$ cat config.mk
export PLATFORM = sky130hd
export DESIGN_NAME = bb_back
export DESIGN_NICKNAME = d
export VERILOG_FILES = /design/src/sv/bb_pkg.sv /design/src/sv/bb_back.sv
export SDC_FILE = /design/constraint.sdc
export NUM_CORES = 2
export LEC_CHECK = 0
export BUFFER_PORTS_ARGS = -buffer_cell sky130_fd_sc_hd__buf_4
export CAP_MARGIN = 20
export CORE_ASPECT_RATIO = 1.4
export CORE_MARGIN = 5
export CORE_UTILIZATION = 45
export CTS_CLUSTER_SIZE = 14
export DETAILED_ROUTE_END_ITERATION = 7
export HOLD_SLACK_MARGIN = 0.03
export SYNTH_ARGS = -nofsm -noshare
export SYNTH_HDL_FRONTEND = slang
export SYNTH_SLANG_ARGS = --single-unit
$ cat constraint.sdc
create_clock -name clk -period 13.6 [get_ports clk]
set_clock_uncertainty 0.1 [all_clocks]
set_input_delay 2.72 -clock clk [delete_from_list [all_inputs] [get_ports clk]]
set_output_delay 2.72 -clock clk [all_outputs]
set_load 0.02 [all_outputs]
$ cat src/sv/bb_pkg.sv
// shared types, constants and the divide-by-count reciprocal table for the box blur
package bb_pkg;

    // configuration register indexes
    localparam logic REG_FRAME_WIDTH  = 1'b0;
    localparam logic REG_FRAME_HEIGHT = 1'b1;

    // input op codes
    localparam logic OP_PIXEL = 1'b0;
    localparam logic OP_FLUSH = 1'b1;

    // job queue between front and back
    localparam int QDEPTH = 4;
    localparam int QPW    = 2;
    localparam int QCW    = 3;

    // arithmetic widths
    localparam int SUM_W       = 12;
    localparam int CNT_W       = 4;
    localparam int NUM_W       = 13;
    localparam int RECIP_W     = 18;
    localparam int RECIP_SHIFT = 18;
    localparam int PROD_W      = NUM_W + RECIP_W;

    typedef logic [23:0] pixel_t;

    // one window snapshot with the in-frame masks of its one or two results
    typedef struct packed {
        pixel_t [8:0] px;
        logic   [8:0] mask1;
        logic   [8:0] mask2;
        logic         emit1;
        logic         emit2;
        logic         frame_last;
    } job_t;

    // ceil(2^18 / (2*cnt)), exact for numerators below 4600
    function automatic logic [RECIP_W-1:0] recip(input logic [CNT_W-1:0] cnt);
        logic [RECIP_W-1:0] r;
        unique case (cnt)
            4'd2:    r = 18'd65536;
            4'd3:    r = 18'd43691;
            4'd4:    r = 18'd32768;
            4'd5:    r = 18'd26215;
            4'd6:    r = 18'd21846;
            4'd7:    r = 18'd18725;
            4'd8:    r = 18'd16384;
            4'd9:    r = 18'd14564;
            default: r = 18'd131072;
        endcase
        return r;
    endfunction

endpackage

$ cat src/sv/bb_back.sv
// back end: masked window sums, rounded divide by count, output register
module bb_back (
    input  logic                   clk,
    input  logic                   rst_n,
    input  bb_pkg::job_t           head_job,
    input  logic [bb_pkg::QCW-1:0] q_count,
    output logic                   pop,
    output logic                   out_valid,
    input  logic                   out_stall,
    output logic [7:0]             red_out,
    output logic [7:0]             green_out,
    output logic [7:0]             blue_out,
    output logic                   row_end,
    output logic                   frame_end,
    output logic                   run_last
);

    logic       phase_reg;
    logic       adv;
    logic       first_sel;
    logic       last;
    logic       issue;
    logic [8:0] mask;

    logic [bb_pkg::SUM_W-1:0] sum_r;
    logic [bb_pkg::SUM_W-1:0] sum_g;
    logic [bb_pkg::SUM_W-1:0] sum_b;
    logic [bb_pkg::CNT_W-1:0] cnt;

    logic                     s1_valid_reg;
    logic [bb_pkg::SUM_W-1:0] s1_sum_r_reg;
    logic [bb_pkg::SUM_W-1:0] s1_sum_g_reg;
    logic [bb_pkg::SUM_W-1:0] s1_sum_b_reg;
    logic [bb_pkg::CNT_W-1:0] s1_cnt_reg;
    logic                     s1_row_end_reg;
    logic                     s1_frame_end_reg;
    logic                     s1_last_reg;

    logic [bb_pkg::RECIP_W-1:0] rcp;
    logic [bb_pkg::NUM_W-1:0]   num_r;
    logic [bb_pkg::NUM_W-1:0]   num_g;
    logic [bb_pkg::NUM_W-1:0]   num_b;
    logic [bb_pkg::PROD_W-1:0]  prod_r;
    logic [bb_pkg::PROD_W-1:0]  prod_g;
    logic [bb_pkg::PROD_W-1:0]  prod_b;

    logic       out_valid_reg;
    logic [7:0] red_reg;
    logic [7:0] green_reg;
    logic [7:0] blue_reg;
    logic       row_end_reg;
    logic       frame_end_reg;
    logic       run_last_reg;

    assign adv       = !out_valid_reg || !out_stall;
    assign first_sel = !phase_reg && head_job.emit1;
    assign mask      = first_sel ? head_job.mask1 : head_job.mask2;
    assign last      = !first_sel || !head_job.emit2;
    assign issue     = (q_count != '0) && adv;
    assign pop       = issue && last;

    always_comb
    begin
        sum_r = '0;
        sum_g = '0;
        sum_b = '0;
        for (int i = 0; i < 9; i++)
        begin
            if (mask[i])
            begin
                sum_r = sum_r + bb_pkg::SUM_W'(head_job.px[i][23:16]);
                sum_g = sum_g + bb_pkg::SUM_W'(head_job.px[i][15:8]);
                sum_b = sum_b + bb_pkg::SUM_W'(head_job.px[i][7:0]);
            end
        end
        cnt = bb_pkg::CNT_W'($countones(mask));
    end

    // (2*sum + cnt) / (2*cnt) as a reciprocal multiply
    assign rcp    = bb_pkg::recip(s1_cnt_reg);
    assign num_r  = {s1_sum_r_reg, 1'b0} + bb_pkg::NUM_W'(s1_cnt_reg);
    assign num_g  = {s1_sum_g_reg, 1'b0} + bb_pkg::NUM_W'(s1_cnt_reg);
    assign num_b  = {s1_sum_b_reg, 1'b0} + bb_pkg::NUM_W'(s1_cnt_reg);
    assign prod_r = bb_pkg::PROD_W'(num_r) * bb_pkg::PROD_W'(rcp);
    assign prod_g = bb_pkg::PROD_W'(num_g) * bb_pkg::PROD_W'(rcp);
    assign prod_b = bb_pkg::PROD_W'(num_b) * bb_pkg::PROD_W'(rcp);

    always_ff @(posedge clk or negedge rst_n)
    begin
        if (!rst_n)
        begin
            phase_reg     <= 1'b0;
            s1_valid_reg  <= 1'b0;
            out_valid_reg <= 1'b0;
        end
        else
        begin
            if (issue)
                phase_reg <= !last;
            if (adv)
            begin
                s1_valid_reg  <= issue;
                out_valid_reg <= s1_valid_reg;
            end
        end
    end

    always_ff @(posedge clk)
    begin
        if (issue)
        begin
            s1_sum_r_reg     <= sum_r;
            s1_sum_g_reg     <= sum_g;
            s1_sum_b_reg     <= sum_b;
            s1_cnt_reg       <= cnt;
            s1_row_end_reg   <= !first_sel;
            s1_frame_end_reg <= !first_sel && head_job.frame_last;
            s1_last_reg      <= last;
        end
        if (adv && s1_valid_reg)
        begin
            red_reg       <= prod_r[bb_pkg::RECIP_SHIFT +: 8];
            green_reg     <= prod_g[bb_pkg::RECIP_SHIFT +: 8];
            blue_reg      <= prod_b[bb_pkg::RECIP_SHIFT +: 8];
            row_end_reg   <= s1_row_end_reg;
            frame_end_reg <= s1_frame_end_reg;
            run_last_reg  <= s1_last_reg;
        end
    end

    assign out_valid = out_valid_reg;
    assign red_out   = red_reg;
    assign green_out = green_reg;
    assign blue_out  = blue_reg;
    assign row_end   = row_end_reg;
    assign frame_end = frame_end_reg;
    assign run_last  = run_last_reg;

endmodule

==> results.md <==
- 0.0758 — fraction of the yosys area taken by sequential cells
- adder cells — largest family of logic cells by synthesized area
- 0.112 — share of final-layout standard cells stronger than drive strength 1
- a21oi_1 — cell repeated most along the worst path
- 0 — count of final hold-check violations
- 9 — Num CTS Buffers
- 33,500 µm² — Mapped Area
- 5.28 — per-cell via count in the routed design
- 0.453 — starting utilization of the core area
- 0 ns — Post-Route Setup TNS
- s1_sum_b_reg[10] — capture point of the worst reg-to-reg path
- 0.121 — area fraction in compound gates after synthesis
- 3 — H-tree levels
- primary input — startpoint class of the critical path
- 90 — count of unique library cells instantiated by Yosys
- 0 — Hold Path Stages
- 70 — number of enable-type register cells in the synthesized netlist
- 5,258 — number of nets at the end of the flow
- built — TritonCTS clock tree
- 0.886 — placer's final routability congestion estimate
- 90.8 mm — aggregate routed wire length
- 0.0590 — xor and xnor fraction of the mapped netlist area
- 241 µm — die boundary width
- 0 — final global-route overflow total
- 0 — count of maximum capacitance violations
- mux2_2 — Critical Path Slowest Stage Cell
- 0.454 — share of synthesized cell area in full adder, half adder and majority cells
- 0.285 — headroom to the max-slew limit
- primary input to flip-flop — critical path type
- 75.9 mm — HPWL reported at the end of detailed placement
- 12.71 ns — final worst path period need
- 26,900 — number of vias in the routed layout
- 31 — largest fanout on the critical path
- flip-flop — endpoint type of the worst setup path
- 0 — Resized cells post-CTS
- 91 — synthesized flop and latch total
- 91 — number of sinks on the clock net
- 74,000 µm² — core region area
- 0.0330 — post-synthesis async set-or-reset flop share
- 2.90 ns — worst reg-to-reg setup slack
- 0.08 ns — clock transition at the register clock pins on the worst setup and hold paths after CTS
- 0.168 — Simple-Gate Fraction of Synth Area
- 0 — warnings from Yosys
- 0 — remaining routing DRC violations
- 0 — Final Slew Violations
- 0.229 — aggregate global-route resource usage
- edfxtp_1 — Post-synth top flop
- 8.50 µm² — syn_area_per_cell
- 78.7 MHz — timing-limited maximum frequency
- false — unrepaired setup endpoints after global routing
- 0.39 ns — clock network latency to the later pin of the worst-skew pair
- 17.8 µm — wire length per cell after detailed routing
- 0.500 — final core utilization
- 49 — worst reg-to-reg path cell count
- 0 — post-detailed-route count of antenna-violating nets
- 271 — number of port buffers
- phase_reg — launching point of the worst reg2reg path
- 118 — number of standard-cell rows in the floorplan
- 0.934 — Tcrit/Tclk final
- 7,131 — FILL cells
- 51 — largest net degree at the start of global routing
- 28,000 µm² — multi-input gate area in the final layout
- 12.74 ns — arrival time worst endpoint
- 333 µm — Die Ht
- 18 — number of flip-flops in the largest register
- 272 — count of boundary I/O pins
- 3,937 — synthesized instance count
- 12 — initial antenna violation count
- 0 — Post-CTS Setup Bufs
- 147 mm — wire length of the first global-routing pass
- 80,000 µm² — die outline area
- 13.63 ns — Critical Path RT
- 10.4% — area added between synthesis and finish
- frame_end — terminating pin of the worst hold path
- s1_frame_end_reg — hold wc startpoint
- flip-flop to flip-flop — worst hold-check path type
- 0 — hold-fix buffer count after cts
- complete, no violations — outcome
- clkbuf_16 — buffer type at the clock tree root
- 2540 µm² — FF/Latch Area
- 28,600 — vias in the first global route
- 1.07 ns — transition time of the tightest slew-check pin
- 0 — final setup violation count
- 1,035 — number of DRC markers after the initial detailed-route iteration
- 2 — maximum buffer depth of the clock tree
- 5,074 — post-synthesis net count
- 0.0307 — multiplexer share of the synthesized area
- 0.56 ns — critical path's largest stage delay
- 5 — count of TritonRoute iterations in the first routing pass
==> per-layer routing <==
metal | share of wire | global-route usage | wire length (µm)
met4 | 0.031 | 0.0669 | 2790
met1 | 0.36 | 0.247 | 33000
met5 | 0.0015 | 0 | 133
met2 | 0.54 | 0.445 | 49400
met3 | 0.060 | 0.0477 | 5410
==> synthesized netlist by cell type (all sizes together), types with 4 or more instances <==
master | n | area (µm²)
a211o | 6 | 52.6
a211oi | 33 | 253
a21boi | 13 | 97.6
a21o | 75 | 563
a21oi | 199 | 1000
a22oi | 5 | 37.5
a31oi | 7 | 43.8
a41o | 5 | 50.1
a41oi | 5 | 43.8
and2 | 107 | 669
and3 | 15 | 93.8
buf | 13 | 76.3
clkbuf | 143 | 537
dfxtp | 18 | 360
edfxtp | 70 | 2100
fa | 533 | 10700
ha | 361 | 4520
inv | 649 | 2440
mux2 | 67 | 762
mux2i | 24 | 244
nand2 | 541 | 2030
nand2b | 39 | 246
nand3 | 24 | 120
nand3b | 6 | 45.0
nand4 | 5 | 31.3
nor2 | 185 | 699
nor2b | 196 | 1230
nor3 | 38 | 195
nor3b | 6 | 45.0
nor4 | 8 | 50.1
nor4b | 4 | 35.0
o211ai | 9 | 67.6
o21a | 53 | 398
o21ai | 149 | 753
o21bai | 27 | 214
o22ai | 9 | 56.3
o31a | 8 | 70.1
o31ai | 16 | 144
or2 | 6 | 37.5
or3 | 9 | 56.3
xnor2 | 149 | 1370
xor2 | 69 | 612
==> cells in the final DEF (no fill, tap or decap), types with 20 or more instances in the layout <==
master and n:
fa_1 533, and2_1 106, xor2_1 61, a211oi_1 32
nor2b_1 195, o21a_1 53, o21ai_0 141, nor3_1 37
xnor2_1 141, nand2b_1 38, mux2_2 64, nor2_1 183
o21bai_1 26, mux2i_1 20, nand2_1 541, a21oi_1 198
buf_4 329, edfxtp_1 70, ha_1 361, a21o_1 75
nand3_1 24, inv_1 646
==> cells by family after synthesis <==
logic type / Yosys count
AO/OA/AOI/OAI: 640
XOR/XNOR: 218
adder cells (fa/ha/maj): 896
buffers and inverters: 806
flip-flops: 91
multiplexers: 92
AND/OR/NAND/NOR: 1194
==> worst max-delay path: cells and delay by family <==
kind,cells,cell delay (ns)
fa+ha+maj,8,2.47
xor+xnor,4,0.51
simple gates,8,1.30
mux,4,1.29
buf+inv,2,0.20
compound gates,24,4.26
==> worst max-delay path by stage <==
stage / from / to / cells after the start
2_1_floorplan: head_job[2] / s1_sum_b_reg[10] / 52
3_3_place_gp: head_job[2] / s1_sum_b_reg[10] / 50
3_5_place_dp: head_job[2] / s1_sum_b_reg[10] / 50
4_1_cts: head_job[2] / s1_sum_b_reg[10] / 50
5_1_grt: head_job[2] / s1_sum_b_reg[10] / 50
6_report: head_job[2] / s1_sum_b_reg[10] / 50
==> final cells by class <==
cell class | instances | area share
diodes | 4 | 0.000271
clock buffers | 9 | 0.00610
clock inverters | 7 | 0.00176
inverters | 650 | 0.0660
multi-input cells | 3040 | 0.758
flip-flops and latches | 91 | 0.0688
well taps | 960 | 0.0325
repair buffers | 329 | 0.0668
==> metrics by stage <==
step | cell area, µm² | std cells | hold slack, ns | worst slack, ns
finish | 37000 | 5090 | 0.328 | 0.894
detailed placement | 36700 | 5070 | 0.316 | 0.539
floorplan | 33500 | 3937 | 0.300 | 1.56
CTS | 36900 | 5086 | 0.334 | 0.944
global placement | 36700 | 5070 | 0.303 | 0.706
global route | 36900 | 5086 | 0.343 | 0.0699
Power is not shown: default switching activity piles up to over one toggle a cycle in this logic, so the estimate is an artifact.
